<file path="src/hdl/rmg_pkg.sv">
// ----------------------------------------------------------------------------
// rmg_pkg: shared types and constants of the row maze generator
// Field widths, register indexes, FSM codes and the control / pick bundles
// that travel between the top level, the column lanes and the merge stage.
// ----------------------------------------------------------------------------
package rmg_pkg;

  localparam int CHOICE_W = 32;  // width of the choice and wall vectors
  localparam int COL_W    = 5;   // column index / set label width
  localparam int CNT_W    = 6;   // column count, up to 32
  localparam int ROW_W    = 16;  // row counter and height
  localparam int CFG_W    = 16;  // widest config register
  localparam int REGIDX_W = 1;

  localparam logic [REGIDX_W-1:0] REG_COLUMNS = 1'b0;
  localparam logic [REGIDX_W-1:0] REG_ROWS    = 1'b1;

  localparam logic [CNT_W-1:0] MIN_COLUMNS   = 6'd2;
  localparam logic [CNT_W-1:0] RESET_COLUMNS = 6'd32;
  localparam logic [ROW_W-1:0] RESET_ROWS    = 16'd32;

  typedef enum logic [4:0] {
    ST_IDLE  = 5'b00001,
    ST_VSCAN = 5'b00010,
    ST_VFIN  = 5'b00100,
    ST_MERGE = 5'b01000,
    ST_DONE  = 5'b10000
  } rmg_state_t;

  // broadcast from the sequencer to every lane
  typedef struct packed {
    logic             vstart;     // clear scan flags
    logic             vscan;      // compare against the broadcast column
    logic [COL_W-1:0] key_idx;
    logic [COL_W-1:0] key_label;
    logic             key_up;
    logic             vfinish;    // resolve up wall and fresh set
    logic             first_row;
    logic             merge;      // rename set m_from to m_to
    logic [COL_W-1:0] m_from;
    logic [COL_W-1:0] m_to;
    logic             store;      // write set back as next-row label
    logic [CNT_W-1:0] width;
  } rmg_ctl_t;

  // what the merge stage picks out of the lanes for the current column
  typedef struct packed {
    logic [COL_W-1:0] key_label;
    logic             key_up;
    logic [COL_W-1:0] left_set;
    logic [COL_W-1:0] right_set;
    logic             do_join;
  } rmg_pick_t;

endpackage

</file>
<file path="src/hdl/rmg_lane.sv">
// ----------------------------------------------------------------------------
// rmg_lane: one maze column
// Holds the column's carried label and current set, watches the broadcast
// column during the vertical scan and follows set renames during the merge.
// ----------------------------------------------------------------------------
module rmg_lane import rmg_pkg::*; #(
  parameter int IDX = 0
) (
  input  logic             clk,
  input  rmg_ctl_t         ctl,
  input  logic             up_bit,
  output logic             up_open,
  output logic [COL_W-1:0] cur,
  output logic [COL_W-1:0] label
);

  localparam logic [COL_W-1:0] ME   = COL_W'(IDX);
  localparam logic [CNT_W-1:0] ME_N = CNT_W'(IDX);

  logic             not_last;   // a later column shares the label
  logic             found;      // an earlier same-label column opens up
  logic [COL_W-1:0] found_idx;
  logic             active;
  logic             opens;

  assign active = ME_N < ctl.width;
  assign opens  = active && !ctl.first_row && (up_bit || (!not_last && !found));

  always_ff @(posedge clk) begin
    if (ctl.vstart) begin
      not_last <= 1'b0;
      found    <= 1'b0;
    end else if (ctl.vscan && ctl.key_label == label) begin
      if (ctl.key_idx > ME) not_last <= 1'b1;
      if (ctl.key_idx < ME && ctl.key_up && !found) begin
        found     <= 1'b1;
        found_idx <= ctl.key_idx;
      end
    end

    if (ctl.vfinish) begin
      up_open <= opens;
      // set named by its first upward opener; fresh cells name themselves
      cur     <= (opens && found) ? found_idx : ME;
    end else if (ctl.merge && cur == ctl.m_from) begin
      cur <= ctl.m_to;
    end

    if (ctl.store) label <= active ? cur : ME;
  end

endmodule

</file>
<file path="src/hdl/rmg_merge.sv">
// ----------------------------------------------------------------------------
// rmg_merge: column pick and join decision
// Selects the scanned column's label and choice bit, and the two neighbor
// sets at the merge position, deciding whether they join.
// ----------------------------------------------------------------------------
module rmg_merge import rmg_pkg::*; #(
  parameter int NCOL = 32
) (
  input  logic [NCOL-1:0][COL_W-1:0] cur_vec,
  input  logic [NCOL-1:0][COL_W-1:0] label_vec,
  input  logic [CHOICE_W-1:0]        up_choice,
  input  logic [CHOICE_W-1:0]        right_choice,
  input  logic [COL_W-1:0]           col,
  input  logic                       last_row,
  output rmg_pick_t                  pick
);

  localparam int LW = (NCOL > 1) ? $clog2(NCOL) : 1;

  logic [COL_W-1:0] col_m1;

  assign col_m1 = col - 1'b1;

  always_comb begin
    pick.key_label = label_vec[col[LW-1:0]];
    pick.key_up    = up_choice[col];
    pick.left_set  = cur_vec[col_m1[LW-1:0]];
    pick.right_set = cur_vec[col[LW-1:0]];
    pick.do_join   = (pick.left_set != pick.right_set) &&
                     (right_choice[col_m1] || last_row);
  end

endmodule

</file>
<file path="src/hdl/row_maze_generator_unit.sv">
// ----------------------------------------------------------------------------
// row_maze_generator_unit: row-by-row maze generator (Eller's scheme)
// Each input beat is one row of random choice bits; each output beat gives
// that row's open walls, its row index and a last-row flag.
// ----------------------------------------------------------------------------
// A row runs from accept to result through the vertical scan (skipped on the
// first row of a maze), a finish step and the left-to-right merge, over the
// clamped column count: one lane per column works in parallel, and both
// scans step one column per cycle. In the vertical scan each lane compares its
// carried label against the broadcast column; in the merge each join renames a
// whole set at once across the lanes. A new row is accepted in the cycle
// after a result is handed to the output register, even while that
// result still waits for the sink. Config writes take effect on the next
// accepted row; write them only while the block is idle.
// ----------------------------------------------------------------------------
module row_maze_generator_unit import rmg_pkg::*; #(
  parameter int MAX_COLUMNS = 32
) (
  input  logic                clk,
  input  logic                rst,
  // config write port
  input  logic                cfg_we,
  input  logic [REGIDX_W-1:0] cfg_index,
  input  logic [CFG_W-1:0]    cfg_data,
  // row choices in: [31:0] up_choice, [63:32] right_choice
  input  logic                s_tvalid,
  output logic                s_tready,
  input  logic [63:0]         s_tdata,
  // row walls out: [31:0] up_open, [63:32] right_open, [79:64] row_number
  output logic                m_tvalid,
  input  logic                m_tready,
  output logic [79:0]         m_tdata,
  output logic                m_tlast     // maze_done
);

  // lanes: never more than the choice vectors can address
  localparam int NCOL = (MAX_COLUMNS < CHOICE_W) ? MAX_COLUMNS : CHOICE_W;
  localparam logic [CNT_W-1:0] NCOL_N = CNT_W'(NCOL);

  // config registers
  logic [CNT_W-1:0] columns_in_use;
  logic [ROW_W-1:0] rows_in_use;

  // row state
  rmg_state_t       state, state_next;
  logic [ROW_W-1:0] row_counter;
  logic [COL_W-1:0] col;
  logic [CNT_W-1:0] width;        // clamped width of the row in flight
  logic             last_row;
  logic             first_row;
  logic [ROW_W-1:0] row_id;
  logic [CHOICE_W-1:0] up_choice, right_choice, right_acc;

  // output beat
  logic [CHOICE_W-1:0] out_up, out_right;
  logic [ROW_W-1:0]    out_row;
  logic                out_last;

  logic             accept, load_out, col_at_end;
  logic [CNT_W-1:0] width_now;
  logic [ROW_W-1:0] height;
  logic             last_now;
  rmg_ctl_t         ctl;
  rmg_pick_t        pick;

  logic [NCOL-1:0][COL_W-1:0] cur_vec, label_vec;
  logic [NCOL-1:0]            lane_up;
  logic [CHOICE_W-1:0]        up_vec;

  assign s_tready = (state == ST_IDLE);
  assign accept   = s_tvalid && s_tready;
  assign load_out = (state == ST_DONE) && (!m_tvalid || m_tready);

  // width clamp and last-row test, both from the live config
  always_comb begin
    if (columns_in_use < MIN_COLUMNS)  width_now = MIN_COLUMNS;
    else if (columns_in_use > NCOL_N)  width_now = NCOL_N;
    else                               width_now = columns_in_use;
  end
  assign height   = (rows_in_use == '0) ? ROW_W'(1) : rows_in_use;
  assign last_now = ({1'b0, row_counter} + 17'd1) >= {1'b0, height};

  assign col_at_end = ({1'b0, col} == (width - 1'b1));

  always_ff @(posedge clk) begin
    if (rst) begin
      columns_in_use <= RESET_COLUMNS;
      rows_in_use    <= RESET_ROWS;
    end else if (cfg_we) begin
      case (cfg_index)
        REG_COLUMNS: columns_in_use <= cfg_data[CNT_W-1:0];
        REG_ROWS:    rows_in_use    <= cfg_data[ROW_W-1:0];
        default: ;
      endcase
    end
  end

  // sequencer
  always_comb begin
    state_next = state;
    case (state)
      ST_IDLE:  if (accept) state_next = (row_counter == '0) ? ST_VFIN : ST_VSCAN;
      ST_VSCAN: if (col_at_end) state_next = ST_VFIN;
      ST_VFIN:  state_next = ST_MERGE;
      ST_MERGE: if (col_at_end) state_next = ST_DONE;
      ST_DONE:  if (load_out) state_next = ST_IDLE;
      default:  state_next = ST_IDLE;
    endcase
  end

  always_ff @(posedge clk) begin
    if (rst) begin
      state       <= ST_IDLE;
      row_counter <= '0;
      col         <= '0;
    end else begin
      state <= state_next;
      if (accept) begin
        row_counter <= last_now ? '0 : row_counter + 1'b1;
        col         <= '0;
      end else if (state == ST_VSCAN) begin
        col <= col + 1'b1;
      end else if (state == ST_VFIN) begin
        col <= COL_W'(1);   // merge scan starts at the first pair
      end else if (state == ST_MERGE) begin
        col <= col + 1'b1;
      end
    end
  end

  // row payload, captured at accept
  always_ff @(posedge clk) begin
    if (accept) begin
      up_choice    <= s_tdata[31:0];
      right_choice <= s_tdata[63:32];
      width        <= width_now;
      last_row     <= last_now;
      first_row    <= (row_counter == '0);
      row_id       <= row_counter;
      right_acc    <= '0;
    end else if (state == ST_MERGE && pick.do_join) begin
      right_acc[col - 1'b1] <= 1'b1;
    end
  end

  // broadcast to lanes
  always_comb begin
    ctl.vstart    = accept;
    ctl.vscan     = (state == ST_VSCAN);
    ctl.key_idx   = col;
    ctl.key_label = pick.key_label;
    ctl.key_up    = pick.key_up;
    ctl.vfinish   = (state == ST_VFIN);
    ctl.first_row = first_row;
    ctl.merge     = (state == ST_MERGE) && pick.do_join;
    // set names are their lowest column; the joined set keeps the lower one
    ctl.m_from    = (pick.left_set < pick.right_set) ? pick.right_set : pick.left_set;
    ctl.m_to      = (pick.left_set < pick.right_set) ? pick.left_set : pick.right_set;
    ctl.store     = (state == ST_DONE);
    ctl.width     = width;
  end

  for (genvar i = 0; i < NCOL; i++) begin : g_lane
    rmg_lane #(.IDX(i)) u_lane (
      .clk     (clk),
      .ctl     (ctl),
      .up_bit  (up_choice[i]),
      .up_open (lane_up[i]),
      .cur     (cur_vec[i]),
      .label   (label_vec[i])
    );
  end

  rmg_merge #(.NCOL(NCOL)) u_merge (
    .cur_vec      (cur_vec),
    .label_vec    (label_vec),
    .up_choice    (up_choice),
    .right_choice (right_choice),
    .col          (col),
    .last_row     (last_row),
    .pick         (pick)
  );

  assign up_vec = CHOICE_W'(lane_up);

  // output register: holds one finished row while the next one runs
  always_ff @(posedge clk) begin
    if (rst) begin
      m_tvalid <= 1'b0;
    end else if (load_out) begin
      m_tvalid <= 1'b1;
    end else if (m_tready) begin
      m_tvalid <= 1'b0;
    end
  end

  always_ff @(posedge clk) begin
    if (load_out) begin
      out_up    <= up_vec;
      out_right <= right_acc;
      out_row   <= row_id;
      out_last  <= last_row;
    end
  end

  assign m_tdata = {out_row, out_right, out_up};
  assign m_tlast = out_last;

  // scans never step past the clamped width
  a_col_in_range: assert property (@(posedge clk) disable iff (rst)
    (state == ST_VSCAN || state == ST_MERGE) |-> ({1'b0, col} < width))
    else $error("column scan past row width");

  // no wall opens outside the maze, and the last column never opens right
  a_walls_in_width: assert property (@(posedge clk) disable iff (rst)
    (state == ST_DONE) |->
      ((up_vec >> width) == '0) && ((right_acc >> (width - 1'b1)) == '0))
    else $error("wall opened beyond maze width");

  // first row of a maze has no upward passages
  a_first_row_closed: assert property (@(posedge clk) disable iff (rst)
    (m_tvalid && m_tdata[79:64] == '0) |-> (m_tdata[31:0] == '0))
    else $error("upward passage on first row");

endmodule
</file>
<file path="config.mk">
export PLATFORM = sky130hd
export DESIGN_NAME = row_maze_generator_unit
export DESIGN_NICKNAME = d
export VERILOG_FILES = /design/src/hdl/rmg_pkg.sv /design/src/hdl/rmg_lane.sv /design/src/hdl/rmg_merge.sv /design/src/hdl/row_maze_generator_unit.sv
export SDC_FILE = /design/constraint.sdc
export NUM_CORES = 2
export LEC_CHECK = 0
export BUFFER_PORTS_ARGS = -buffer_cell sky130_fd_sc_hd__buf_2
export CAP_MARGIN = 5
export CORE_AREA = 2 2 281 283
export CTS_CLUSTER_SIZE = 14
export DETAILED_ROUTE_END_ITERATION = 10
export DIE_AREA = 0 0 283 285
export PLACE_DENSITY = 0.81
export REMOVE_ABC_BUFFERS = 1
export SYNTH_ARGS = -nofsm -noshare
export SYNTH_HDL_FRONTEND = slang
export SYNTH_SLANG_ARGS = --single-unit
</file>
<file path="constraint.sdc">
create_clock -name clk -period 16.28 [get_ports clk]
set_clock_uncertainty 0.2 [all_clocks]
set_input_delay 3.256 -clock clk [delete_from_list [all_inputs] [get_ports clk]]
set_output_delay 3.256 -clock clk [all_outputs]
set_load 0.01 [all_outputs]
</file>
==> results.yml <==
logic_synthesis:
  yosys_warnings: 0
  postSynthRegisterBits: 820
  avgSynthCellArea_um2: 11.39
  yosysTopAreaCell: "edfxtp_1"
  synth_cell_types: 90
  synth_top_area_frac: 0.4809
  syn-cell-area_um2: 42210
  synth_edf_count: 676
  synth_top_flop_cell: "edfxtp_1"
  synth_area_leaders: "edfxtp_1 48%, dfxtp_1 6.8%, mux4_2 4.1%"
  async_flop_share: 0
  yosysSeqAreaShare: 0.5492
  syn_inst: 3705
cells_and_area:
  final_core_util: 0.5990
  final_nets: 3875
  drive_gt1_frac: 0.1579
  syn_to_final_growth_pct: 10.65
  n_fill_cell: 6003
die:
  die_x_um: 283
  rows: 103
  io_pins: 169
  start_util: 0.5413
  coreArea_um2: 77970
  dieArea_um2: 80660
  fp.dieH_um: 285
setup_path:
  crit_top_cell: "buf_4"
  worstPathRequired_ps: 16400
  worst-setup-path-type: "reg -> reg"
  startpoint_type: "register"
  critical-path-max-stage-delay_ps: 880
  cp-end-kind: "register"
  cp_max_fo: 43
  arrival_ps: 9000
  crit_chain: "inv_2, ha_2, buf_4, mux4_2, mux2i_1, o21ai_0, o2111a_1, ha_1, nor2b_1, o21a_1, o21a_1, o21a_4, nor2_4, buf_4, a21o_2, buf_4, xnor2_1, o31ai_1"
  critPathTopFamily: "compound AO/OA/AOI/OAI gates"
  slowest_stage: "dfxtp_4"
  cp_num_buf_inv: 4
status:
  outcome: "finished with violations"
  violations: "max-capacitance violations, max-slew violations"
global_route:
  antenna_found_initial: 9
  grt_pass1_wl_mm: 214.7
  globalRouteOverflowTotal: 0
  grt_pass1_vias: 32496
  grt_max_degree: 80
  use_met3: 0.1473
  grt_usage: 0.3623
  use_met2: 0.5365
  busiest_layer: "met2"
  grtUsageMet1: 0.4366
detailed_routing:
  drc: 0
  vias_per_cell: 6.881
  drt_iter0_markers: 5724
  antenna_left: 0
  post_drt_wl_per_cell_um: 30.51
  firstDrtPassIters: 8
  vias: 33550
  drt-total-wl_mm: 148.8
placement:
  post-dp-hpwl_mm: 99.37
  gp_congestion: 1.031
  portBuffers: 168
clocking:
  postCtsResizedCells: 0
  root_buffer: "clkbuf_16"
  clk_latency_ps: 700
  clock-sinks: 820
  post_cts_buffers: 0
  cts.clk_slew.worst_paths_ps: 60
  cts-hold-fix-buffers: 0
  cts_made_buffers: 84
  cts_htree_levels: 3
  clockBufferDepth: 3
  cts_tree: "built"
worst_hold_path:
  hold_path_class: "reg -> reg"
sta:
  fin_crit_ps: 8880
  tightest_slew_ps: 1487
  relSlewSlack: -0.001551
  rsz0062_at_grt: "false"
  min_period_over_period: 0.5455
  slew_viol_final: 1
  finalSetupViolCount: 0
  hold_viol: 0
  max_freq_mhz: 112.6
power_and_ir_drop:
  max-vdd-ir-drop_uv: 222.8
  p_leak_nw: 15.93
  pwr_density_cell_nw_per_um2: 166.6
  p_total_w: 0.007779
job:
  maxCapViolations: 1
-- final timing paths --
path / from / endpoint / slack, ps / cells past startpoint
setup / recovery: col[0] / g_lane[28].u_lane.cur[1] / 7400 / 18
hold / removal: g_lane[4].u_lane.up_open / out_up[4] / 220 / 0
setup reg to reg: col[0] / g_lane[28].u_lane.cur[1] / 7400 / 18
hold reg to reg: g_lane[4].u_lane.up_open / out_up[4] / 220 / 0
-- state kept, by name (all words and copies together) (netlist names) --
register	flops
state	5
g_lane.u_lane.up_open	32
width	6
g_lane.u_lane.not_last	32
right_choice	32
row_id	16
out_row	16
row_counter	16
columns_in_use	6
m_tlast	1
right_acc	32
m_tvalid	1
rows_in_use	16
out_up	32
g_lane.u_lane.label	160
g_lane.u_lane.found	31
up_choice	32
g_lane.u_lane.found_idx	155
out_right	32
last_row	1
g_lane.u_lane.cur	160
first_row	1
col	5
-- where the power goes --
part	total, W	switching [W]	internal [W]
clock network	0.00204	0.000861	0.00117
registers	0.00283	0.000201	0.00263
logic	0.00291	0.00206	0.000855
total	0.00778	0.00312	0.00466
-- per-layer routing --
layer  routed length (µm)  vias up
li1                     -    13971
met1                50190    15929
met2                63300     2934
met3                23280      704
met4                11930       12
met5                  100        -
-- cells in the mapped netlist, drive strengths merged, types with 20 or more instances --
library cell	number
nor2	289
o31ai	42
a21oi	70
o22ai	25
o311ai	28
mux2	35
nor4	34
buf	137
o311a	32
o211ai	155
edfxtp	676
nand4	39
xnor2	129
and3	24
nor3	53
nor2b	39
clkbuf	151
o2111ai	55
mux2i	86
nand2	441
inv	90
xor2	161
o21ai	165
or2	54
nand2b	34
nand3	105
a31oi	31
dfxtp	144
and2	36
a211o	20
mux4	76
ha	35
a221oi	28
-- placed cells by master, fill, tap and decap left out, types with 32 or more instances in the layout --
cell type  count
edfxtp_1     676
nand2_1      438
nor2_1       286
buf_2        168
xor2_1       160
o211ai_1     154
o21ai_0      153
dfxtp_1      139
xnor2_1      128
nand3_1      103
clkbuf_16     87
mux2i_1       86
inv_1         82
buf_4         82
mux4_2        76
a21oi_1       70
nor3_1        53
o2111ai_1     53
or2_2         52
nand4_1       39
nor2b_1       38
and2_1        36
o31ai_1       36
nand2b_1      34
nor4_1        33
ha_1          33
o311a_1       32
-- through the flow --
stage	cell area, µm²	setup TNS, ps	hold slack [ps]	instances	setup slack (ps)
2_1_floorplan	40780	-270370	200.3	3417	-1204
3_3_place_gp	43740	0	203.1	4717	8032
3_5_place_dp	43740	0	204.5	4717	7800
4_1_cts	46690	0	217.8	4874	7732
5_1_grt	46700	0	222.8	4875	7246
6_report	46700	0	216.2	4876	7400
-- area by class of cell --
| cell class | instances | area (µm²) | share of cell area |
|---|---|---|---|
| multi-input cells | 2506 | 17420 | 0.3729 |
| flip-flops and latches | 820 | 23200 | 0.4967 |
| repair buffers | 251 | 1464 | 0.03134 |
| clock inverters | 41 | 571.8 | 0.01224 |
| clock buffers | 116 | 2386 | 0.05109 |
| well taps | 1050 | 1314 | 0.02813 |
| diodes | 1 | 2.502 | 0.00005358 |
| inverters | 91 | 351.6 | 0.007528 |
-- kinds of logic (layout without fill, tap and decap cells) --
family	after synthesis	in the layout	synth area share
xor+xnor	290	290	0.06035
flops	820	820	0.5492
fa+ha+maj	35	35	0.01038
simple gates	1210	1210	0.1340
compound gates	774	774	0.1336
other cells	0	1	0
mux	197	197	0.07046
buf+inv	379	499	0.04195
(Power assumes the default switching activity.)
